===== config.mk =====
export PLATFORM = sky130hd
export DESIGN_NAME = ber_integer_codec
export DESIGN_NICKNAME = d
export VERILOG_FILES = /design/src/sv/bic_pkg.sv /design/src/sv/bic_front.sv /design/src/sv/bic_queue.sv /design/src/sv/bic_back.sv /design/src/sv/ber_integer_codec.sv
export SDC_FILE = /design/constraint.sdc
export NUM_CORES = 1
export LEC_CHECK = 0
export BUFFER_PORTS_ARGS = -buffer_cell sky130_fd_sc_hd__buf_2
export CAP_MARGIN = 0
export CORE_MARGIN = 1.5
export CORE_UTILIZATION = 50
export CTS_BUF_LIST = sky130_fd_sc_hd__clkbuf_4
export CTS_CLUSTER_SIZE = 28
export DETAILED_ROUTE_END_ITERATION = 8
export GPL_TIMING_DRIVEN = 0
export PLACE_DENSITY_LB_ADDON = 0.05
export SLEW_MARGIN = 20
export SYNTH_ARGS = -nofsm -noshare
export SYNTH_HDL_FRONTEND = slang
export SYNTH_SLANG_ARGS = --single-unit

===== constraint.sdc =====
create_clock -name clk_i -period 7.5 [get_ports clk_i]
set_input_delay 1.5 -clock clk_i [delete_from_list [all_inputs] [get_ports clk_i]]
set_output_delay 1.5 -clock clk_i [all_outputs]
set_load 0.1 [all_outputs]

===== src/sv/bic_pkg.sv =====
// ----------------------------------------------------------------------------
// BER INTEGER codec package
// Shared result kinds, error codes, queue command type and queue entry.
// ----------------------------------------------------------------------------
package bic_pkg;

  // Width of the integer side in bytes and bits.
  localparam int unsigned ValueBytes = 8;
  localparam int unsigned ValueBits  = 8 * ValueBytes;

  // Result kinds on the output channel.
  localparam logic [1:0] KIND_BYTE  = 2'd0;
  localparam logic [1:0] KIND_VALUE = 2'd1;
  localparam logic [1:0] KIND_ERROR = 2'd2;

  // Decode error codes.
  localparam logic [2:0] ERR_NONE     = 3'd0;
  localparam logic [2:0] ERR_INDEF    = 3'd1;
  localparam logic [2:0] ERR_BAD_LEN  = 3'd2;
  localparam logic [2:0] ERR_TOO_LONG = 3'd3;
  localparam logic [2:0] ERR_TRUNC    = 3'd4;

  // Special length bytes.
  localparam logic [7:0] LEN_INDEF    = 8'h80;
  localparam logic [7:0] LEN_RESERVED = 8'hFF;

  // Work handed from the front part to the back part.
  typedef enum logic [1:0] {
    CMD_ENCODE,
    CMD_VALUE,
    CMD_ERROR
  } cmd_e;

  typedef struct packed {
    cmd_e                 cmd;
    logic [ValueBits-1:0] data;    // value to encode or decoded value
    logic [3:0]           nbytes;  // content bytes of an encode, 1 to 8
    logic [2:0]           err;     // error code of a decode error
  } qentry_t;

endpackage


===== src/sv/bic_front.sv =====
// ----------------------------------------------------------------------------
// BER INTEGER codec front end
// Accepts items, runs the byte-wise decode state machine and sizes encodes.
// ----------------------------------------------------------------------------
module bic_front import bic_pkg::*; (
  input  logic                 clk_i,
  input  logic                 rst_ni,
  input  logic                 direction_i,
  input  logic                 in_valid_i,
  output logic                 in_ready_o,
  input  logic [ValueBits-1:0] value_in_i,
  input  logic [7:0]           byte_in_i,
  input  logic                 end_of_data_i,
  input  logic                 full_i,
  output logic                 push_o,
  output qentry_t              entry_o
);

  localparam logic [1:0] PH_LENGTH   = 2'd0;
  localparam logic [1:0] PH_LENBYTES = 2'd1;
  localparam logic [1:0] PH_CONTENT  = 2'd2;

  logic [1:0]           phase_q, phase_d;
  logic [6:0]           lbl_q, lbl_d;
  logic [11:0]          clen_q, clen_d;
  logic [3:0]           cleft_q, cleft_d;
  logic [ValueBits-1:0] acc_q, acc_d;

  logic                 accept;
  logic                 dec_emit;
  cmd_e                 dec_cmd;
  logic [ValueBits-1:0] dec_val;
  logic [2:0]           dec_err;
  logic                 lk_req;
  logic [11:0]          lk_len;
  logic [11:0]          clen_step;
  logic [6:0]           lbl_step;
  logic [ValueBits-1:0] acc_base, acc_step;
  logic [3:0]           cleft_step;
  logic [3:0]           enc_len;

  assign in_ready_o = ~full_i;
  assign accept     = in_valid_i & ~full_i;

  // Minimal two's complement length: count leading bytes that only repeat
  // the sign of the byte after them.
  always_comb begin
    logic       still;
    logic [3:0] nlead;
    logic [7:0] hi, lo;
    still = 1'b1;
    nlead = 4'd0;
    for (int i = 0; i < ValueBytes - 1; i++) begin
      hi = value_in_i[ValueBits-1-8*i -: 8];
      lo = value_in_i[ValueBits-9-8*i -: 8];
      if (still && ((hi == 8'h00 && !lo[7]) || (hi == 8'hFF && lo[7]))) begin
        nlead = nlead + 4'd1;
      end else begin
        still = 1'b0;
      end
    end
    enc_len = 4'(ValueBytes) - nlead;
  end

  always_comb begin
    phase_d  = phase_q;
    lbl_d    = lbl_q;
    clen_d   = clen_q;
    cleft_d  = cleft_q;
    acc_d    = acc_q;
    dec_emit = 1'b0;
    dec_cmd  = CMD_VALUE;
    dec_val  = '0;
    dec_err  = ERR_NONE;
    lk_req   = 1'b0;
    lk_len   = '0;

    clen_step  = (clen_q <= 12'(ValueBytes)) ? {clen_q[3:0], byte_in_i}
                                             : 12'(ValueBytes + 1);
    lbl_step   = lbl_q - 7'd1;
    acc_base   = ({8'd0, cleft_q} == clen_q) ? {ValueBits{byte_in_i[7]}} : acc_q;
    acc_step   = {acc_base[ValueBits-9:0], byte_in_i};
    cleft_step = cleft_q - 4'd1;

    unique case (phase_q)
      PH_LENBYTES: begin
        clen_d = clen_step;
        lbl_d  = lbl_step;
        priority if (lbl_step == 7'd0) begin
          lk_req = 1'b1;
          lk_len = clen_step;
        end else if (end_of_data_i) begin
          dec_emit = 1'b1;
          dec_cmd  = CMD_ERROR;
          dec_err  = ERR_TRUNC;
        end
      end
      PH_CONTENT: begin
        acc_d   = acc_step;
        cleft_d = cleft_step;
        priority if (cleft_step == 4'd0) begin
          dec_emit = 1'b1;
          dec_val  = acc_step;
        end else if (end_of_data_i) begin
          dec_emit = 1'b1;
          dec_cmd  = CMD_ERROR;
          dec_err  = ERR_TRUNC;
        end
      end
      default: begin
        // Expecting a length byte; the unused phase code lands here too.
        priority if (byte_in_i == LEN_INDEF) begin
          dec_emit = 1'b1;
          dec_cmd  = CMD_ERROR;
          dec_err  = ERR_INDEF;
        end else if (byte_in_i == LEN_RESERVED) begin
          dec_emit = 1'b1;
          dec_cmd  = CMD_ERROR;
          dec_err  = ERR_BAD_LEN;
        end else if (!byte_in_i[7]) begin
          lk_req = 1'b1;
          lk_len = {5'd0, byte_in_i[6:0]};
        end else if (end_of_data_i) begin
          dec_emit = 1'b1;
          dec_cmd  = CMD_ERROR;
          dec_err  = ERR_TRUNC;
        end else begin
          lbl_d   = byte_in_i[6:0];
          clen_d  = '0;
          phase_d = PH_LENBYTES;
        end
      end
    endcase

    // The content length is now known.
    if (lk_req) begin
      priority if (lk_len > 12'(ValueBytes)) begin
        dec_emit = 1'b1;
        dec_cmd  = CMD_ERROR;
        dec_err  = ERR_TOO_LONG;
      end else if (lk_len == 12'd0) begin
        dec_emit = 1'b1;
        dec_val  = '0;
      end else if (end_of_data_i) begin
        dec_emit = 1'b1;
        dec_cmd  = CMD_ERROR;
        dec_err  = ERR_TRUNC;
      end else begin
        clen_d  = lk_len;
        cleft_d = lk_len[3:0];
        acc_d   = '0;
        phase_d = PH_CONTENT;
      end
    end

    if (dec_emit) begin
      phase_d = PH_LENGTH;
    end
  end

  always_ff @(posedge clk_i or negedge rst_ni) begin
    if (!rst_ni) begin
      phase_q <= PH_LENGTH;
      lbl_q   <= '0;
      clen_q  <= '0;
      cleft_q <= '0;
      acc_q   <= '0;
    end else if (accept && !direction_i) begin
      phase_q <= phase_d;
      lbl_q   <= lbl_d;
      clen_q  <= clen_d;
      cleft_q <= cleft_d;
      acc_q   <= acc_d;
    end
  end

  always_comb begin
    push_o = accept & (direction_i | dec_emit);
    if (direction_i) begin
      entry_o.cmd    = CMD_ENCODE;
      entry_o.data   = value_in_i;
      entry_o.nbytes = enc_len;
      entry_o.err    = ERR_NONE;
    end else begin
      entry_o.cmd    = dec_cmd;
      entry_o.data   = dec_val;
      entry_o.nbytes = 4'd0;
      entry_o.err    = dec_err;
    end
  end

endmodule


===== src/sv/bic_queue.sv =====
// ----------------------------------------------------------------------------
// BER INTEGER codec work queue
// Two-entry queue that decouples the front end from the result sequencer.
// ----------------------------------------------------------------------------
module bic_queue import bic_pkg::*; (
  input  logic    clk_i,
  input  logic    rst_ni,
  input  logic    push_i,
  input  qentry_t entry_i,
  output logic    full_o,
  input  logic    pop_i,
  output logic    empty_o,
  output qentry_t head_o
);

  qentry_t    mem_q [2];
  logic       wr_ptr_q, rd_ptr_q;
  logic [1:0] cnt_q;
  logic       do_push, do_pop;

  assign full_o  = (cnt_q == 2'd2);
  assign empty_o = (cnt_q == 2'd0);
  assign head_o  = mem_q[rd_ptr_q];
  assign do_push = push_i & ~full_o;
  assign do_pop  = pop_i & ~empty_o;

  always_ff @(posedge clk_i) begin
    if (do_push) begin
      mem_q[wr_ptr_q] <= entry_i;
    end
  end

  always_ff @(posedge clk_i or negedge rst_ni) begin
    if (!rst_ni) begin
      wr_ptr_q <= 1'b0;
      rd_ptr_q <= 1'b0;
      cnt_q    <= 2'd0;
    end else begin
      if (do_push) begin
        wr_ptr_q <= ~wr_ptr_q;
      end
      if (do_pop) begin
        rd_ptr_q <= ~rd_ptr_q;
      end
      cnt_q <= cnt_q + {1'b0, do_push} - {1'b0, do_pop};
    end
  end

endmodule


===== src/sv/bic_back.sv =====
// ----------------------------------------------------------------------------
// BER INTEGER codec result sequencer
// Turns queue entries into result items and holds them in an output register.
// ----------------------------------------------------------------------------
module bic_back import bic_pkg::*; (
  input  logic                 clk_i,
  input  logic                 rst_ni,
  input  logic                 empty_i,
  input  qentry_t              head_i,
  output logic                 pop_o,
  output logic                 out_valid_o,
  input  logic                 out_ready_i,
  output logic [1:0]           result_kind_o,
  output logic [7:0]           out_byte_o,
  output logic [ValueBits-1:0] out_value_o,
  output logic [2:0]           error_code_o,
  output logic                 last_o
);

  logic [3:0]           beat_q, beat_d;
  logic                 out_valid_q;
  logic [1:0]           kind_q, kind_d;
  logic [7:0]           byte_q, byte_d;
  logic [ValueBits-1:0] value_q, value_d;
  logic [2:0]           err_q, err_d;
  logic                 last_q, last_d;
  logic                 advance;
  logic [3:0]           sel;

  assign advance = ~empty_i & (~out_valid_q | out_ready_i);
  // Content beat k of n carries the byte n-k places up from the least
  // significant end.
  assign sel     = head_i.nbytes - beat_q;

  always_comb begin
    kind_d  = KIND_BYTE;
    byte_d  = '0;
    value_d = '0;
    err_d   = ERR_NONE;
    last_d  = 1'b1;
    beat_d  = 4'd0;
    unique case (head_i.cmd)
      CMD_ENCODE: begin
        if (beat_q == 4'd0) begin
          byte_d = {4'd0, head_i.nbytes};
        end else begin
          byte_d = head_i.data[8*sel[2:0] +: 8];
        end
        last_d = (beat_q == head_i.nbytes);
        beat_d = last_d ? 4'd0 : beat_q + 4'd1;
      end
      CMD_VALUE: begin
        kind_d  = KIND_VALUE;
        value_d = head_i.data;
      end
      default: begin
        kind_d = KIND_ERROR;
        err_d  = head_i.err;
      end
    endcase
  end

  assign pop_o = advance & last_d;

  always_ff @(posedge clk_i or negedge rst_ni) begin
    if (!rst_ni) begin
      beat_q      <= 4'd0;
      out_valid_q <= 1'b0;
    end else begin
      if (advance) begin
        beat_q      <= beat_d;
        out_valid_q <= 1'b1;
      end else if (out_ready_i) begin
        out_valid_q <= 1'b0;
      end
    end
  end

  always_ff @(posedge clk_i) begin
    if (advance) begin
      kind_q  <= kind_d;
      byte_q  <= byte_d;
      value_q <= value_d;
      err_q   <= err_d;
      last_q  <= last_d;
    end
  end

  assign out_valid_o   = out_valid_q;
  assign result_kind_o = kind_q;
  assign out_byte_o    = byte_q;
  assign out_value_o   = value_q;
  assign error_code_o  = err_q;
  assign last_o        = last_q;

endmodule


===== src/sv/ber_integer_codec.sv =====
// ----------------------------------------------------------------------------
// BER INTEGER codec
// Encodes 64-bit integers to BER length and content bytes, or decodes BER
// byte streams back to integers, as selected by the direction register.
// ----------------------------------------------------------------------------
// With direction at 1 each input item carries a signed 64-bit value and gives
// a short-form length byte followed by the 1 to 8 minimal two's complement
// content bytes, most significant first, with last set on the final byte.
// With direction at 0 each item carries one encoded byte; the block parses a
// short- or long-form length, collects the content bytes and returns one
// result item with the sign-extended value, or one error item (indefinite
// length, reserved length byte 0xFF, length above 8, or end of data before
// the encoding is complete). Decoding then starts over at a length byte; a
// partial decode survives a stretch of encoding. Decode takes one byte per
// clock cycle while the queue has room, and a result reaches the output register
// by way of the queue once the byte that completes it is taken. An encode item
// of n content bytes holds the output for its n+1 bytes, one per byte, which
// sets the encode rate; the two-entry queue between the front end and the
// result sequencer lets the next item be taken while those bytes go out.
// The direction register sits at byte address 0 of the APB port and must be
// written only while the block is idle.
// ----------------------------------------------------------------------------
module ber_integer_codec import bic_pkg::*; (
  input  logic                 clk_i,
  input  logic                 rst_ni,
  // Configuration port
  input  logic                 psel,
  input  logic                 penable,
  input  logic                 pwrite,
  input  logic [2:0]           paddr,
  input  logic [31:0]          pwdata,
  output logic [31:0]          prdata,
  output logic                 pready,
  // Input channel
  input  logic                 in_valid_i,
  output logic                 in_ready_o,
  input  logic [ValueBits-1:0] value_in_i,
  input  logic [7:0]           byte_in_i,
  input  logic                 end_of_data_i,
  // Output channel
  output logic                 out_valid_o,
  input  logic                 out_ready_i,
  output logic [1:0]           result_kind_o,
  output logic [7:0]           out_byte_o,
  output logic [ValueBits-1:0] out_value_o,
  output logic [2:0]           error_code_o,
  output logic                 last_o
);

  // Register index, taken from the word address bit.
  localparam logic REG_DIRECTION = 1'b0;

  logic    direction_q;
  logic    cfg_write;
  logic    q_push, q_full, q_pop, q_empty;
  qentry_t q_entry, q_head;

  // The register is written in the access phase of an APB write.
  assign pready    = 1'b1;
  assign cfg_write = psel & penable & pwrite & pready;
  assign prdata    = (paddr[2] == REG_DIRECTION) ? {31'd0, direction_q} : 32'd0;

  always_ff @(posedge clk_i or negedge rst_ni) begin
    if (!rst_ni) begin
      direction_q <= 1'b0;
    end else if (cfg_write && paddr[2] == REG_DIRECTION) begin
      direction_q <= pwdata[0];
    end
  end

  // Front end: takes one item per cycle whenever the queue has room.
  bic_front u_front (
    .clk_i         (clk_i),
    .rst_ni        (rst_ni),
    .direction_i   (direction_q),
    .in_valid_i    (in_valid_i),
    .in_ready_o    (in_ready_o),
    .value_in_i    (value_in_i),
    .byte_in_i     (byte_in_i),
    .end_of_data_i (end_of_data_i),
    .full_i        (q_full),
    .push_o        (q_push),
    .entry_o       (q_entry)
  );

  bic_queue u_queue (
    .clk_i   (clk_i),
    .rst_ni  (rst_ni),
    .push_i  (q_push),
    .entry_i (q_entry),
    .full_o  (q_full),
    .pop_i   (q_pop),
    .empty_o (q_empty),
    .head_o  (q_head)
  );

  // Back end: one result item per cycle into the output register when an entry waits and the output is free.
  bic_back u_back (
    .clk_i         (clk_i),
    .rst_ni        (rst_ni),
    .empty_i       (q_empty),
    .head_i        (q_head),
    .pop_o         (q_pop),
    .out_valid_o   (out_valid_o),
    .out_ready_i   (out_ready_i),
    .result_kind_o (result_kind_o),
    .out_byte_o    (out_byte_o),
    .out_value_o   (out_value_o),
    .error_code_o  (error_code_o),
    .last_o        (last_o)
  );

  // An encode always carries between one and eight content bytes.
  assert property (@(posedge clk_i) disable iff (!rst_ni)
    q_push && q_entry.cmd == CMD_ENCODE |->
      q_entry.nbytes != 4'd0 && q_entry.nbytes <= 4'(ValueBytes))
    else $error("encode length out of range");

  // In decode mode the front end never queues an encode.
  assert property (@(posedge clk_i) disable iff (!rst_ni)
    q_push && !direction_q |-> q_entry.cmd != CMD_ENCODE)
    else $error("encode queued while decoding");

  // A decoded value or an error is always the only result of its item.
  assert property (@(posedge clk_i) disable iff (!rst_ni)
    out_valid_o && result_kind_o != KIND_BYTE |-> last_o && out_byte_o == 8'd0)
    else $error("value or error item not marked last");

  // Error codes appear on error items only.
  assert property (@(posedge clk_i) disable iff (!rst_ni)
    out_valid_o && result_kind_o != KIND_ERROR |-> error_code_o == ERR_NONE)
    else $error("error code on a non-error item");

endmodule

==> impl_metrics.tcl, run 1 <==
set metrics [dict create \
    relSlewSlack_pct 30.6 \
    synth_async_sr_flop_share_pct 28.9 \
    root_buffer "clkbuf_4" \
    hold_viol 0 \
    mappedNetlistArea_um2 15600 \
    cts-buffers-inserted 85 \
    grt_pass1_vias 11483 \
    fin_crit_ns 5.61 \
    post-dp-hpwl_um 33800 \
    rr_worst_depth 13 \
    num_io_pins 228 \
    fin_cells 2012 \
    grt_pass1_wl_um 67900 \
    wl_per_cell_um 22.3 \
    p_per_area_nw_per_um2 493 \
    gr-total-overflow 0 \
    cts_hold_buf 0 \
    drc_errors 0 \
    min_path_type "register to register" \
    ys_warn_count 0 \
    vias 11819 \
    setup_violations 0 \
    cp.arrival_ns 6.02 \
    ctsHtreeMaxLevel 3 \
    nets 1677 \
    cts_resized 0 \
    endpoint_kind "register" \
    placement.cell_area_um2 17200 \
    final_common_cell "edfxtp_1" \
    antenna_left 0 \
    grt_max_degree 70 \
    yosysTopAreaCell "edfxtp_1" \
    worst_path_max_delay_cell "or4_4" \
    finalInstanceArea_um2 18400 \
    ir_drop_uv 259 \
    power.leakage_nw 7.64 \
    area_growth_pct 17.7 \
    crit_path_start_kind "input port" \
    synth-main-ff-cell "edfxtp_1" \
    grtUsageTotal_pct 27.8 \
    drt-total-wl_um 44900 \
    drv_cap 0 \
    worstPathMaxFanout 8 \
    die_w_um 180 \
    synth_cell_types 83 \
    fp.dieArea_um2 32300 \
    rows 64 \
    path_common_cell "ha_1" \
    ys_seq_elements 315 \
    netlist.area_leader.share_pct 43.1 \
    ys_seq_area_share_pct 57.7 \
    max_freq_mhz 178 \
    tightest_slew_ns 1.03 \
    syn_inst 1260 \
    outcome "complete, no violations" \
    final_max_slew_viol_count 0 \
    hold_ws_ns 0.491 \
    clkTransAtPathRegs_ns 0.06 \
    gp_congestion 0.901 \
    portBuffers 159 \
    crit_required_ns 7.90 \
    avgSynthCellArea_um2 12.4 \
    finalSetupTns_ns 0 \
    cts_setup_buffers 0 \
    placed_cells 1853 \
    antenna_found_initial 5 \
    synth_edf_count 224 \
    firstDrtPassIters 8 \
    synth_area_leaders "edfxtp_1, dfrtp_1, mux2i_1, mux4_2, a22o_1" \
    cts_buffer_depth 3 \
    clk_latency_ns 0.71 \
    cts_tree "built" \
    path_cells "buf_2, or4_4, nor4_4, o2bb2ai_2, inv_1, ha_1, nor2_1, nor2_1, ha_1, o21ai_0, a31oi_1, ha_1, mux2_2, ha_1, o311ai_0, ha_1, xnor2_1, xor2_1, nor2_1" \
    rsz0062_at_grt "no" \
    clock_sinks 315 \
    max_stage_delay_ns 0.54 \
    fin_util_pct 59.9 \
    fin_skew_ns 0.0464 \
    vias_per_cell 5.87 \
    start_util_pct 50.8 \
    fin_crit_sh_pct 74.8 \
    final_cell_mix "edfxtp_1, buf_2, nor2_1" \
    core-area_um2 30700 \
    die_h_um 180 \
    drtIter0Drc 1126 \
    min_path_cells 2 \
    crit_type "input port to register" \
    drive_above_1_share_pct 26.9 \
]
==> sequential cells by signal, indices dropped and copies added, names as in the netlist, 3 cells and up <==
name                 flops
u_queue.mem_q          146
u_back.out_value_o      64
u_back.error_code_o      3
u_front.clen_q          12
u_back.out_byte_o        8
u_front.cleft_q          4
u_back.beat_q            4
u_front.acc_q           56
u_front.lbl_q            7
==> where the power goes <==
| group | leakage (nW) | switching [mW] | internal, mW |
|---|---|---|---|
| logic | 3.61 | 3.36 | 1.27 |
| registers | 3.38 | 0.287 | 2.58 |
| clock network | 0.644 | 0.720 | 0.815 |
==> Yosys cell counts, drive strengths merged (3+ instances only) <==
master	instances
a21boi	3
a21o	24
a21oi	51
a221oi	5
a22o	67
a22oi	5
a31oi	9
and2	8
and3	10
buf	62
clkbuf	46
dfrtp	91
edfxtp	224
ha	17
inv	33
mux2	3
mux2i	83
mux4	33
nand2	72
nand2b	6
nand3	20
nand4	11
nor2	146
nor3	22
nor4	16
o211ai	6
o21ai	66
o22a	7
o22ai	8
o2bb2ai	28
o311ai	4
o31ai	9
or3	14
or4	6
xnor2	7
xor2	7
==> through the flow <==
step	power (mW)	worst slack [ns]
4_1_cts	9.07	1.92
3_5_place_dp	7.53	1.22
3_3_place_gp	7.44	-1.19
6_report	9.04	1.89
2_1_floorplan	6.40	0.913
5_1_grt	9.50	1.63
==> kinds of logic after synthesis <==
family	Yosys count	share of synthesized area [%]
flops	315	57.7
buf+inv	141	4.53
simple gates	344	10.7
compound gates	307	14.4
other cells	2	0.0482
mux	119	10.3
xor+xnor	14	0.786
fa+ha+maj	18	1.49
==> critical path: cells and delay by family <==
kind | cells | cell delay, ns
fa+ha+maj | 5 | 1.45
simple gates | 5 | 1.12
compound gates | 4 | 0.96
xor+xnor | 2 | 0.43
buf+inv | 2 | 0.30
mux | 1 | 0.26
==> path summary, 6_finish.rpt <==
path	from	endpoint	slack, ns
setup / recovery	value_in_i[60]	u_queue.mem_q[1][5]$_DFFE_PP_	1.89
hold / removal	u_queue.cnt_q[0]$_DFF_PN0_	u_back.out_valid_o$_DFFE_PN0P_	0.49
setup reg to reg	u_queue.rd_ptr_q$_DFFE_PN0P_	u_back.out_byte_o[2]$_SDFFCE_PN0P_	2.97
hold reg to reg	u_queue.cnt_q[0]$_DFF_PN0_	u_back.out_valid_o$_DFFE_PN0P_	0.49
max in group asynchronous	rst_ni	u_front.acc_q[11]$_DFFE_PN0P_	6.19
min in group asynchronous	rst_ni	u_front.lbl_q[1]$_DFFE_PN0P_	0.65
==> area by class of cell <==
cell class / instances / area (um2)
Timing Repair Buffer: 167 / 1020
Inverter: 33 / 126
Antenna cell: 9 / 22.5
Clock inverter: 22 / 133
Fill cell: 2610 / 12300
Sequential cell: 315 / 9000
Tap cell: 396 / 495
Buffer: 108 / 582
Multi-Input combinational cell: 834 / 6010
Clock buffer: 128 / 961
==> metal layers <==
metal | global-route usage (%) | wire (um) | vias up
li1 | - | - | 5382
met2 | 42.6 | 20700 | 587
met1 | 38.1 | 18700 | 5759
met4 | 9.80 | 1230 | 0
met3 | 7.92 | 4330 | 91
met5 | 0 | 0 | -
Note: power is estimated with default switching activity, not from simulation.
==> inputs of run 2 (changes only) <==
clock period = 5 ns   (was 7.5 ns; I/O delays follow)
==> run 2 against run 1 <==
Utilization down 0.14 points. Sequential share of layout area up 0.12 points. Clock power up 42%. Clock skew up 0.015 ns. Sequential power up 50%. Die area unchanged.
==> impl_metrics.tcl, run 2 (same netlist as run 1, synthesis figures left out) <==
set metrics [dict create \
    outcome "complete, no violations" \
    area_growth_pct 17.4 \
    finalSetupTns_ns 0 \
    final_cell_mix "edfxtp_1, buf_2, nor2_1" \
    endpoint_kind "register" \
    rr_worst_depth 13 \
    drv_cap 0 \
    gp_congestion 0.928 \
    grtUsageTotal_pct 27.4 \
    grt_max_degree 65 \
    grt_pass1_wl_um 66400 \
    hold_ws_ns 0.162 \
    fp.dieArea_um2 32300 \
    min_path_type "input port to asynchronous set/reset pin" \
    placed_cells 1853 \
    setup_violations 0 \
    max_freq_mhz 208 \
    grt_pass1_vias 11090 \
    antenna_found_initial 4 \
    clock_sinks 315 \
    cts_buffer_depth 3 \
    crit_path_start_kind "input port" \
    largest-register "u_queue.mem_q" \
    cts-buffers-inserted 81 \
    hold_viol 0 \
    cp.arrival_ns 5.22 \
    rows 64 \
    fin_crit_sh_pct 96.3 \
    num_io_pins 228 \
    portBuffers 159 \
    drt-total-wl_um 44600 \
    final_common_cell "edfxtp_1" \
    drc_errors 0 \
    start_util_pct 50.8 \
    ctsHtreeMaxLevel 3 \
    fin_crit_ns 4.81 \
    die_w_um 180 \
    largest_register_ffs 146 \
    antenna_left 0 \
    drive_above_1_share_pct 26.8 \
    wl_per_cell_um 22.2 \
    nets 1673 \
    power.leakage_nw 7.61 \
    ir_drop_uv 414 \
    tightest_slew_ns 1.19 \
    crit_type "input port to register" \
    worstPathMaxFanout 8 \
    firstDrtPassIters 5 \
    post-dp-hpwl_um 33400 \
    core-area_um2 30700 \
    clk_latency_ns 0.71 \
    p_per_area_nw_per_um2 733 \
    vias 11604 \
    cts_tree "built" \
    final_max_slew_viol_count 0 \
    crit_required_ns 5.41 \
    gr-total-overflow 0 \
    drtIter0Drc 1012 \
    relSlewSlack_pct 19.8 \
    fin_cells 2006 \
    rsz0062_at_grt "no" \
    root_buffer "clkbuf_4" \
    clkTransAtPathRegs_ns 0.06 \
    die_h_um 180 \
    vias_per_cell 5.78 \
    fin_skew_ns 0.0617 \
]
==> run 2: layer usage <==
layer / GRT usage [%] / share of wire (%) / up-vias
met3: 7.25 / 9.0 / 84
met4: 9.37 / 2.9 / 2
met1: 37.8 / 42 / 5681
met2: 42.1 / 46 / 475
li1: - / - / 5362
met5: 0 / 0.029 / -
==> run 2: final cells by class <==
type / count / area [um2]
fillers: 2588 / 12400
flip-flops and latches: 315 / 9000
clock inverters: 29 / 139
repair buffers: 167 / 1010
multi-input cells: 834 / 6040
inverters: 33 / 126
well taps: 396 / 495
plain buffers: 108 / 582
diodes: 3 / 7.51
clock buffers: 121 / 908
==> run 2: path summary, 6_finish.rpt <==
check / startpoint / endpoint / slack (ns)
setup / recovery: value_in_i[60] / u_queue.mem_q[0][5]$_DFFE_PP_ / 0.19
hold / removal: rst_ni / u_front.lbl_q[1]$_DFFE_PN0P_ / 0.16
setup reg to reg: u_queue.rd_ptr_q$_DFFE_PN0P_ / u_back.out_byte_o[3]$_SDFFCE_PN0P_ / 0.48
hold reg to reg: u_front.acc_q[54]$_DFFE_PN0P_ / u_front.acc_q[54]$_DFFE_PN0P_ / 0.50
max in group asynchronous: rst_ni / u_front.acc_q[40]$_DFFE_PN0P_ / 4.15
min in group clk_i: pwdata[0] / direction_q$_DFFE_PN0P_ / 0.49
==> run 2: what timing repair did <==
action	CTS	global route
hold buffers	0	0
endpoints found under the hold margin	0	0
pin swaps	0	2
setup endpoints to repair	2	5
buffers inserted	0	0
resized for setup	1	5
==> run 2: worst max-delay path, cell delays in order <==
cell,delay [ns]
buf_2,0.12
or4_4,0.54
nor4_4,0.24
o2bb2ai_4,0.16
inv_2,0.14
ha_1,0.26
nor2_1,0.12
nor2_1,0.05
ha_1,0.30
o21ai_0,0.10
a31oi_2,0.29
ha_1,0.29
mux2_2,0.26
ha_1,0.32
o311ai_1,0.30
ha_1,0.21
xnor2_1,0.16
xor2_2,0.23
nor2_1,0.12
==> run 2: power by group <==
part           internal, mW  leakage (nW)  switching [mW]
sequential             3.87          3.38           0.430
clock                  1.12         0.615            1.07
combinational          1.90          3.61            5.04
==> run 2: per-stage QoR <==
stage	utilization [%]	worst slack (ns)	area (um2)	power, mW
floorplan	-	-1.09	15700	9.60
global placement	55.4	-3.20	17000	11.2
detailed placement	56.2	-0.750	17200	11.3
CTS	59.6	0.0339	18300	13.5
global route	59.7	0.000992	18300	14.1
finish	59.7	0.186	18300	13.4
